[src/hdl/trb_pkg.sv]
// shared types and constants of the timestamp reorder buffer
// no dependencies; imported by every module of the block
package trb_pkg;

  localparam int unsigned DEPTH    = 16;
  localparam int unsigned TIME_W   = 48;
  localparam int unsigned HANDLE_W = 16;
  localparam int unsigned MODE_W   = 2;
  localparam int unsigned HOLD_W   = 5;
  localparam int unsigned CFG_IDX_W = 1;
  localparam int unsigned CFG_W    = 5;
  localparam int unsigned CNT_W    = $clog2(DEPTH + 1);
  localparam int unsigned CMP_W    = (CNT_W > HOLD_W) ? CNT_W : HOLD_W;

  // input event codes
  localparam logic [MODE_W-1:0] MODE_START  = 2'd0;
  localparam logic [MODE_W-1:0] MODE_PACKET = 2'd1;
  localparam logic [MODE_W-1:0] MODE_END    = 2'd2;

  // result kinds
  localparam logic [MODE_W-1:0] KIND_START  = 2'd0;
  localparam logic [MODE_W-1:0] KIND_PACKET = 2'd1;
  localparam logic [MODE_W-1:0] KIND_END    = 2'd2;

  // register indexes
  localparam logic [CFG_IDX_W-1:0] CFG_SORT_ENABLE = 1'd0;
  localparam logic [CFG_IDX_W-1:0] CFG_HOLD_COUNT  = 1'd1;

  typedef enum logic {
    ST_IDLE,
    ST_FLUSH
  } state_e;

  typedef enum logic [1:0] {
    OP_KEEP,
    OP_INSERT,
    OP_SWAP,
    OP_SHIFT
  } cell_op_e;

  typedef struct packed {
    logic [TIME_W-1:0]   arrival_time;
    logic [HANDLE_W-1:0] packet_handle;
  } entry_t;

  typedef struct packed {
    cell_op_e op;
    entry_t   item;
  } cell_cmd_t;

endpackage

[src/hdl/trb_cell.sv]
// one cell of the sorted chain: holds a single entry
// depends on trb_pkg; swaps data with its left and right neighbours
module trb_cell import trb_pkg::*; (
  input  logic      clk_i,
  input  cell_cmd_t cmd_i,
  input  logic      valid_i,
  input  entry_t    left_i,
  input  logic      left_ins_i,
  input  entry_t    right_i,
  input  logic      right_ins_i,
  output entry_t    entry_o,
  output logic      ins_o
);

  entry_t entry_q, entry_d;

  // empty cells count as later than any new beat
  assign ins_o   = !valid_i || (entry_q.arrival_time > cmd_i.item.arrival_time);
  assign entry_o = entry_q;

  always_comb begin
    entry_d = entry_q;
    case (cmd_i.op)
      OP_INSERT: begin
        if (ins_o) begin
          entry_d = left_ins_i ? left_i : cmd_i.item;
        end
      end
      OP_SWAP: begin
        // head leaves, everything before the slot moves one place left
        if (!right_ins_i) begin
          entry_d = right_i;
        end else if (!ins_o) begin
          entry_d = cmd_i.item;
        end
      end
      OP_SHIFT: entry_d = right_i;
      default:  entry_d = entry_q;
    endcase
  end

  always_ff @(posedge clk_i) begin
    entry_q <= entry_d;
  end

endmodule

[src/hdl/trb_chain.sv]
// row of sorted cells, earliest timestamp at the head
// depends on trb_pkg and trb_cell
module trb_chain import trb_pkg::*; (
  input  logic             clk_i,
  input  cell_cmd_t        cmd_i,
  input  logic [CNT_W-1:0] count_i,
  output entry_t           head_o,
  output logic             head_ins_o
);

  entry_t entries [DEPTH];
  logic   ins     [DEPTH];

  for (genvar i = 0; i < DEPTH; i++) begin : g_cell
    entry_t left_w, right_w;
    logic   left_ins_w, right_ins_w;

    if (i == 0) begin : g_first
      assign left_w     = '0;
      assign left_ins_w = 1'b0;
    end else begin : g_mid_l
      assign left_w     = entries[i-1];
      assign left_ins_w = ins[i-1];
    end

    if (i == DEPTH - 1) begin : g_last
      assign right_w     = '0;
      assign right_ins_w = 1'b1;
    end else begin : g_mid_r
      assign right_w     = entries[i+1];
      assign right_ins_w = ins[i+1];
    end

    trb_cell u_cell (
      .clk_i      (clk_i),
      .cmd_i      (cmd_i),
      .valid_i    (count_i > CNT_W'(i)),
      .left_i     (left_w),
      .left_ins_i (left_ins_w),
      .right_i    (right_w),
      .right_ins_i(right_ins_w),
      .entry_o    (entries[i]),
      .ins_o      (ins[i])
    );
  end

  assign head_o     = entries[0];
  assign head_ins_o = ins[0];

endmodule

[src/hdl/timestamp_reorder_buffer_top.sv]
// top level of the timestamp reorder buffer: control, config and result register
// depends on trb_pkg and trb_chain
//
// Packets are kept in a chain of DEPTH cells sorted by arrival time; every cell
// compares its own timestamp with the incoming one in parallel and moves one
// place left or right, so a start or packet beat is taken every cycle while
// the result register is free and no end beat is flushing. Once more than
// hold_count packets are held the earliest leaves, ties in arrival order. An end
// beat flushes the chain one entry per cycle while the result register is free,
// then sends the end marker with last set. No clearing pass is needed after reset.
module timestamp_reorder_buffer_top import trb_pkg::*; (
  input  logic                 clk_i,
  input  logic                 rst_ni,
  input  logic                 cfg_we_i,
  input  logic [CFG_IDX_W-1:0] cfg_index_i,
  input  logic [CFG_W-1:0]     cfg_data_i,
  input  logic                 in_valid_i,
  output logic                 in_ready_o,
  input  logic [MODE_W-1:0]    mode_i,
  input  logic [TIME_W-1:0]    arrival_time_i,
  input  logic [HANDLE_W-1:0]  packet_handle_i,
  output logic                 out_valid_o,
  input  logic                 out_ready_i,
  output logic [MODE_W-1:0]    event_kind_o,
  output logic [TIME_W-1:0]    out_time_o,
  output logic [HANDLE_W-1:0]  out_handle_o,
  output logic                 last_o
);

  state_e state_q, state_d;
  logic   sort_enable_q;
  logic [HOLD_W-1:0] hold_count_q;
  logic [CNT_W-1:0]  count_q, count_d;

  logic                out_valid_q, out_last_q, out_last_d, out_load;
  logic [MODE_W-1:0]   out_kind_q, out_kind_d;
  logic [TIME_W-1:0]   out_time_q, out_time_d;
  logic [HANDLE_W-1:0] out_handle_q, out_handle_d;

  cell_cmd_t cmd;
  entry_t    head;
  logic      head_ins;
  logic      slot_free, in_fire, over;
  logic [CMP_W-1:0] hold_eff;

  assign slot_free  = !out_valid_q || out_ready_i;
  assign in_ready_o = (state_q == ST_IDLE) && slot_free;
  assign in_fire    = in_valid_i && in_ready_o;

  // hold above the chain length acts as the chain length
  assign hold_eff = (CMP_W'(hold_count_q) > CMP_W'(DEPTH)) ? CMP_W'(DEPTH)
                                                          : CMP_W'(hold_count_q);
  assign over     = CMP_W'(count_q) >= hold_eff;

  trb_chain u_chain (
    .clk_i     (clk_i),
    .cmd_i     (cmd),
    .count_i   (count_q),
    .head_o    (head),
    .head_ins_o(head_ins)
  );

  always_comb begin
    state_d = state_q;
    case (state_q)
      ST_IDLE:  if (in_fire && mode_i == MODE_END) state_d = ST_FLUSH;
      ST_FLUSH: if (slot_free && count_q == '0) state_d = ST_IDLE;
      default:  state_d = ST_IDLE;
    endcase
  end

  always_comb begin
    cmd.op       = OP_KEEP;
    cmd.item     = '{arrival_time: arrival_time_i, packet_handle: packet_handle_i};
    count_d      = count_q;
    out_load     = 1'b0;
    out_kind_d   = KIND_PACKET;
    out_time_d   = arrival_time_i;
    out_handle_d = packet_handle_i;
    out_last_d   = 1'b1;
    case (state_q)
      ST_IDLE: begin
        if (in_fire) begin
          case (mode_i)
            MODE_START: begin
              count_d      = '0;
              out_load     = 1'b1;
              out_kind_d   = KIND_START;
              out_time_d   = '0;
              out_handle_d = '0;
            end
            MODE_PACKET: begin
              if (!sort_enable_q) begin
                out_load = 1'b1;
              end else if (over) begin
                out_load = 1'b1;
                // head ties or precedes the new beat: head leaves instead
                if (!head_ins) begin
                  cmd.op       = OP_SWAP;
                  out_time_d   = head.arrival_time;
                  out_handle_d = head.packet_handle;
                end
              end else begin
                cmd.op  = OP_INSERT;
                count_d = count_q + 1'b1;
              end
            end
            default: ;
          endcase
        end
      end
      ST_FLUSH: begin
        if (slot_free) begin
          out_load = 1'b1;
          if (count_q != '0) begin
            cmd.op       = OP_SHIFT;
            count_d      = count_q - 1'b1;
            out_time_d   = head.arrival_time;
            out_handle_d = head.packet_handle;
            out_last_d   = 1'b0;
          end else begin
            out_kind_d   = KIND_END;
            out_time_d   = '0;
            out_handle_d = '0;
          end
        end
      end
      default: ;
    endcase
  end

  always_ff @(posedge clk_i or negedge rst_ni) begin
    if (!rst_ni) begin
      state_q       <= ST_IDLE;
      count_q       <= '0;
      sort_enable_q <= 1'b1;
      hold_count_q  <= HOLD_W'(1);
      out_valid_q   <= 1'b0;
    end else begin
      state_q <= state_d;
      count_q <= count_d;
      if (cfg_we_i) begin
        case (cfg_index_i)
          CFG_SORT_ENABLE: sort_enable_q <= cfg_data_i[0];
          CFG_HOLD_COUNT:  hold_count_q  <= cfg_data_i[HOLD_W-1:0];
          default: ;
        endcase
      end
      if (out_load) begin
        out_valid_q <= 1'b1;
      end else if (out_ready_i) begin
        out_valid_q <= 1'b0;
      end
    end
  end

  always_ff @(posedge clk_i) begin
    if (out_load) begin
      out_kind_q   <= out_kind_d;
      out_time_q   <= out_time_d;
      out_handle_q <= out_handle_d;
      out_last_q   <= out_last_d;
    end
  end

  assign out_valid_o  = out_valid_q;
  assign event_kind_o = out_kind_q;
  assign out_time_o   = out_time_q;
  assign out_handle_o = out_handle_q;
  assign last_o       = out_last_q;

endmodule

[config.mk]
export PLATFORM = sky130hd
export DESIGN_NAME = timestamp_reorder_buffer_top
export DESIGN_NICKNAME = d
export VERILOG_FILES = /design/src/hdl/trb_pkg.sv /design/src/hdl/trb_cell.sv /design/src/hdl/trb_chain.sv /design/src/hdl/timestamp_reorder_buffer_top.sv
export SDC_FILE = /design/constraint.sdc
export NUM_CORES = 2
export LEC_CHECK = 0
export ABC_CLOCK_PERIOD_IN_PS = 60300
export BUFFER_PORTS_ARGS = -buffer_cell sky130_fd_sc_hd__clkbuf_2
export CORE_MARGIN = 10
export CORE_UTILIZATION = 45
export CTS_CLUSTER_DIAMETER = 60
export CTS_CLUSTER_SIZE = 30
export DETAILED_ROUTE_END_ITERATION = 8
export GPL_ROUTABILITY_DRIVEN = 0
export PLACE_DENSITY = 0.61
export SETUP_SLACK_MARGIN = 0.4
export SYNTH_ARGS = -nofsm -noshare
export SYNTH_HDL_FRONTEND = slang
export SYNTH_SLANG_ARGS = --single-unit
[constraint.sdc]
create_clock -name clk_i -period 60.3 [get_ports clk_i]
set_clock_uncertainty 0.1 [all_clocks]
set_input_delay 9.045 -clock clk_i [delete_from_list [all_inputs] [get_ports clk_i]]
set_output_delay 9.045 -clock clk_i [all_outputs]
set_load 0.02 [all_outputs]
; After elaboration in Yosys (flattened, before gate mapping)
; Cells that the tools add are included.
[word_totals]
register_bits = 1104
latch_bits = 0
ramBits = 0
romBits = 0
input_bits = 77
out_inout_bits = 69
memories = 0
[classes]
addsub = 2
multipliers = 0
div = 0
magnitude_cmp = 34
eq_ne = 13
n_shift = 0
muxes = 97
bitwise = 2
reduce_logical = 49
[ops]
columns = op, count
row1 = one-hot mux 64 bit (3 select lines), 16
row2 = 2-to-1 mux 64 bit, 32
row3 = > comparator 48 bit, 16
row4 = 2-to-1 mux 48 bit, 6
row5 = one-hot mux 48 bit (2 select lines), 2
row6 = 2-to-1 mux 16 bit, 6
row7 = one-hot mux 16 bit (2 select lines), 2
row8 = "> comparator 5 x 4 -> 1 bit, second input constant", 8
row9 = 2-to-1 mux 5 bit, 6
row10 = "> comparator 5 x 3 -> 1 bit, second input constant", 4
row11 = one-hot mux 5 bit (2 select lines), 2
row12 = 2-to-1 mux 2 bit, 9
row13 = logical NOT 1 bit, 17
row14 = logical OR 1 bit, 17
row15 = 2-to-1 mux 1 bit, 11
row16 = "> comparator 5 x 1 -> 1 bit, second input constant", 2
row17 = "> comparator 5 x 2 -> 1 bit, second input constant", 2
row18 = AND reduction 2 bit, 5
row19 = one-hot mux 2 bit (2 select lines), 2
row20 = "== test 2 bit, second input constant", 3
row21 = "inequality test 2 bit, second input constant", 3
row22 = "inequality test 3 bit, second input constant", 2
row23 = one-hot mux 1 bit (2 select lines), 3
row24 = AND reduction 6 bit, 1
row25 = 14 further kinds, 20

; Depth between registers and ports, before layout
[depth]
depth_word = 12
ltp_mapped = 16
mapped_depth_nobuf = 12

; Hierarchy
; From an unflattened synthesis, not the netlist that was laid out.
[hier_totals]
cells_unflattened = 9051
area_unflattened_um2 = 81580.7
[by_module_without_submodules]
columns = module, instances, cells_each, area_per_inst_um2
row1 = trb_cell at u_chain.g_cell[0].u_cell ..., 15, 547, 4852.2
row2 = trb_cell at u_chain.g_cell[9].u_cell, 1, 549, 4857.2
row3 = timestamp_reorder_buffer_top, 1, 268, 3791.1
row4 = trb_chain, 1, 29, 150.1

; Worst setup path after synthesis
; No wires, ideal clock.
[synth_timing]
path_kind = input-to-reg
startpoint = input port arrival_time_i[31]
endpoint = register u_chain.g_cell[0].u_cell.entry_q, in the netlist u_chain.g_cell[0].u_cell.entry_o[0] (enable)
setup_ps = 427
t_arrival_ps = 32571
slack_ps = 27203
stages = 10
path_buffers = 1
path_cell_list = clkbuf_1 inv_1 ha_1 nand4_1 nor4_1 nand3_1 and3_1 a2111o_1 nand2_1 o21a_1
[synth_between]
elab_chain_cells = 11
elab_cells_between_ends = 14
[synth_lines]
columns = item, line
row1 = from (decl), timestamp_reorder_buffer_top.sv:20  ; input logic [TIME_W-1:0] arrival_time_i,
row2 = > comparator 48 bit *, trb_cell.sv:18  ; assign ins_o = !valid_i || (entry_q.arrival_time > cmd_i.item.arrival_time);
row3 = logical OR 1 bit *, trb_cell.sv:18
row4 = 2-to-1 mux 2 bit, timestamp_reorder_buffer_top.sv:98  ; if (!head_ins) begin
row5 = 2-to-1 mux 2 bit, timestamp_reorder_buffer_top.sv:95  ; end else if (over) begin
row6 = 2-to-1 mux 2 bit, timestamp_reorder_buffer_top.sv:93  ; if (!sort_enable_q) begin
row7 = 2-to-1 mux 2 bit, timestamp_reorder_buffer_top.sv:84  ; case (mode_i)
row8 = 2-to-1 mux 2 bit, timestamp_reorder_buffer_top.sv:83  ; if (in_fire) begin
row9 = one-hot mux 2 bit (2 select lines), timestamp_reorder_buffer_top.sv:81  ; case (state_q)
row10 = == test 2 x 1 -> 1 bit or == test 2 bit (tied branches), trb_cell.sv:23  ; case (cmd_i.op)
row11 = inequality test 2 bit (no source line) or nonzero test 3 bit (tied branches), n/a
row12 = AND reduction 2 bit (no source line) *, n/a
row13 = to (signal assigned), trb_cell.sv:43  ; entry_q <= entry_d;
row14 = to (decl), trb_cell.sv:15  ; entry_t entry_q, entry_d;
; Every way passes the cells marked *; elsewhere a longest branch is shown, timed or not.
; A chain may end at the register's enable or synchronous reset.

; Final worst setup path
[layout_timing]
startpoint = input port out_ready_i
endpoint = output port in_ready_o
[layout_between]
elab_chain_cells = 2
[layout_lines]
columns = item, line
row1 = from (decl), timestamp_reorder_buffer_top.sv:23  ; input logic out_ready_i,
row2 = logical OR 1 bit, timestamp_reorder_buffer_top.sv:46  ; assign slot_free = !out_valid_q || out_ready_i;
row3 = logical AND 1 bit, timestamp_reorder_buffer_top.sv:47  ; assign in_ready_o = (state_q == ST_IDLE) && slot_free;
row4 = to (decl), timestamp_reorder_buffer_top.sv:18  ; output logic in_ready_o,
; Every way passes these cells.

==> flow_summary.json <==
{
  "cts_tree": "done",
  "setup_viol": 0,
  "cts_max_path_buffers": 3,
  "cts_max_level": 4,
  "critPathSlowestCell": "clkbuf_2",
  "syn_area_mm2": 0.08557,
  "report.final.slew_viol_count": 0,
  "grt_first_pass_wirelength_mm": 428.1,
  "maxCapViolCount": 0,
  "synth_flop_cell": "edfxtp_1",
  "min-delay-path-class": "flip-flop to flip-flop",
  "drive_gt1_share_pct": 9.687,
  "r2r_end": "u_chain.g_cell[3].u_cell.entry_o[17]$_DFFE_PP_",
  "setup-tns-final_ps": 0,
  "yosys_warnings": 0,
  "worst_ep_arrival_time_ps": 9580,
  "vias": 72891,
  "worst_path_largest_cell_delay_ps": 180,
  "clkSlewWorstSetupHoldPaths_ps": 60,
  "worstSetupPathType": "primary input to output port",
  "whs_path_depth": 1,
  "cts-resized-gates": 0,
  "synth_top_area_share_pct": 38.29,
  "grt_max_degree": 194,
  "cts_buffers": 131,
  "grt_use_total_pct": 25.60,
  "root_buffer": "clkbuf_16",
  "die_w_um": 456.1,
  "synthesis.nets": 9277,
  "clk_latency_ps": 810,
  "initial_core_util_pct": 45.42,
  "grt_antenna_before_repair": 28,
  "maxSlewHeadroom_pct": 16.76,
  "fillers": 16953,
  "synth_seq_area_share_pct": 38.67,
  "hold_end": "hold_count_q[2]$_DFFE_PN0P_",
  "io_buffers": 145,
  "drtIter0Drc": 9387,
  "grt-ovfl-total": 0,
  "rows": 159,
  "postSynthAreaPerCell_um2": 10.16,
  "crit_chain": "clkbuf_2 > nor2b_4 > nor2_1 > clkbuf_2",
  "dp_hpwl_mm": 201.6,
  "final_antenna_net_count": 0,
  "worstMarginPinSlew_ps": 1237,
  "final_common_cell": "edfxtp_1",
  "yosysUniqueCellTypes": 85,
  "synth_top_cell_by_area": "edfxtp_1",
  "worstHoldStart": "hold_count_q[2]$_DFFE_PN0P_",
  "fmax_mhz": 53.41,
  "viasPerCell": 6.813,
  "regToRegSetupSlack_ps": 53570,
  "layout.nets": 8943,
  "dieArea_mm2": 0.2080,
  "synthArstFlopShare_pct": 1.178,
  "dieHeight_um": 456.1,
  "placed_area_mm2": 0.08797,
  "end_kind": "output port",
  "final_cell_area_mm2": 0.09248,
  "ys_ff_latch": 1104,
  "hold_viol": 0,
  "drc": 3,
  "rsz0062_at_grt": "false",
  "postCtsSetupBuffers": 0,
  "drt_wl_total_mm": 283.3,
  "wl_per_cell_um": 26.48,
  "synth.area.top_cells": "edfxtp_1 (38%), ha_1 (11%), mux2i_1 (7.2%)",
  "status": "finished, violations left",
  "cts_hold_buf": 0,
  "cp_common_cell": "clkbuf_2",
  "io_pins": 146,
  "critPathTopFamily": "buffers and inverters",
  "coreArea_mm2": 0.1884,
  "fin_crit_sh_pct": 31.05,
  "synth_edf_count": 1091,
  "violations": "DRC",
  "cp-start-kind": "primary input",
  "r2r_start": "u_chain.g_cell[0].u_cell.entry_o[57]$_DFFE_PP_",
  "path_buf_inv": 2,
  "layout_common_cells": "edfxtp_1 (1091), o21ai_0 (1052), ha_1 (778), a21oi_1 (712), mux2i_1 (612)",
  "clock-sinks": 1104,
  "crit_path_max_fanout": 5,
  "syn_inst": 8422,
  "grt_pass1_vias": 68488,
  "worstPathRequired_ps": 51150,
  "areaGrowthSynthToFinish_pct": 8.076,
  "r2r_cells": 12,
  "period_needed_ps": 18720,
  "drtPass1Iterations": 9
}
[layout make-up]
| cell class | count | area [um2] | area share [%] |
|---|---|---|---|
| multi-input combinational | 6416 | 49250 | 53.25 |
| timing repair buffer | 315 | 2064 | 2.232 |
| antenna | 18 | 45.04 | 0.04871 |
| clock buffer | 158 | 3635 | 3.930 |
| tap | 2495 | 3122 | 3.376 |
| sequential | 1104 | 33090 | 35.78 |
| clock inverter | 73 | 827.0 | 0.8943 |
| inverter | 120 | 450.4 | 0.4871 |
[registers in the layout (all words and copies together) (netlist names)]
| register | flops |
|---|---|
| event_kind_o | 2 |
| count_q | 5 |
| out_valid_o | 1 |
| last_o | 1 |
| u_chain.g_cell.u_cell.entry_o | 1024 |
| out_time_o | 48 |
| out_handle_o | 16 |
| state_q | 1 |
| sort_enable_q | 1 |
| hold_count_q | 5 |
[cell usage after synthesis (all sizes together), types with 63 or more instances]
cell     count
clkbuf     566
o21ai     1082
a221o      464
buf        216
nand2      433
a222oi     105
nand4      152
mux2       183
a22o       250
edfxtp    1091
nand3       63
ha         778
nor2b      100
a32o        64
a21o       104
nor2       349
inv        120
a211o      207
a2bb2oi     64
mux2i      612
a21oi      720
a211oi      94
a22oi      126
[worst max-delay path by stage]
stage,from,end,slack (ps),depth (start not counted)
after CTS,out_ready_i,in_ready_o,41560,4
final,out_ready_i,in_ready_o,41580,4
after floorplan,arrival_time_i[31],u_chain.g_cell[0].u_cell.entry_o[0]$_DFFE_PP_,27200,10
after global routing,out_ready_i,in_ready_o,41530,4
after detailed placement,out_ready_i,in_ready_o,41560,4
after global placement,out_ready_i,in_ready_o,41550,4
[through the flow]
step | setup WS, ps | hold WS, ps | util, % | instances
after floorplan | 27200 | 379.8 | - | 8422
after global placement | 41550 | 407.8 | 46.70 | 10450
after detailed placement | 41560 | 394.6 | 46.70 | 10450
after CTS | 41560 | 414.5 | 49.06 | 10681
after global routing | 41530 | 420.9 | 49.09 | 10697
final | 41580 | 410.9 | 49.09 | 10699
[worst reg2reg max path, cell delays in order, from the launching register on]
cell      delay, ps
edfxtp_1        460
ha_1            340
nand4_1         250
nor4_1          790
a21bo_2         310
a31oi_2         290
or2_2           170
buf_4           600
or3_4           900
buf_12          610
nor3_1          290
o21ba_2        1090
o21ai_0         240
[metal layers]
layer  global-route usage (%)  wire (um)  vias up
met4                    10.03       9912       16
met5                        0         97        -
met1                    37.41     127900    35445
li1                         -          -    33409
met2                    37.51     119900     3608
met3                    4.253      25530      413
[cell families after synthesis]
group | Yosys count | share of synthesized area (%)
and+or+nand+nor | 1304 | 7.267
DFF | 1104 | 38.67
buffers and inverters | 902 | 4.305
muxes | 795 | 9.699
AOI/OAI and AO/OA | 3539 | 28.69
adders and majority gates | 778 | 11.38
Power is not shown: default switching activity piles up to over one toggle a cycle in this logic, so the estimate is an artifact.
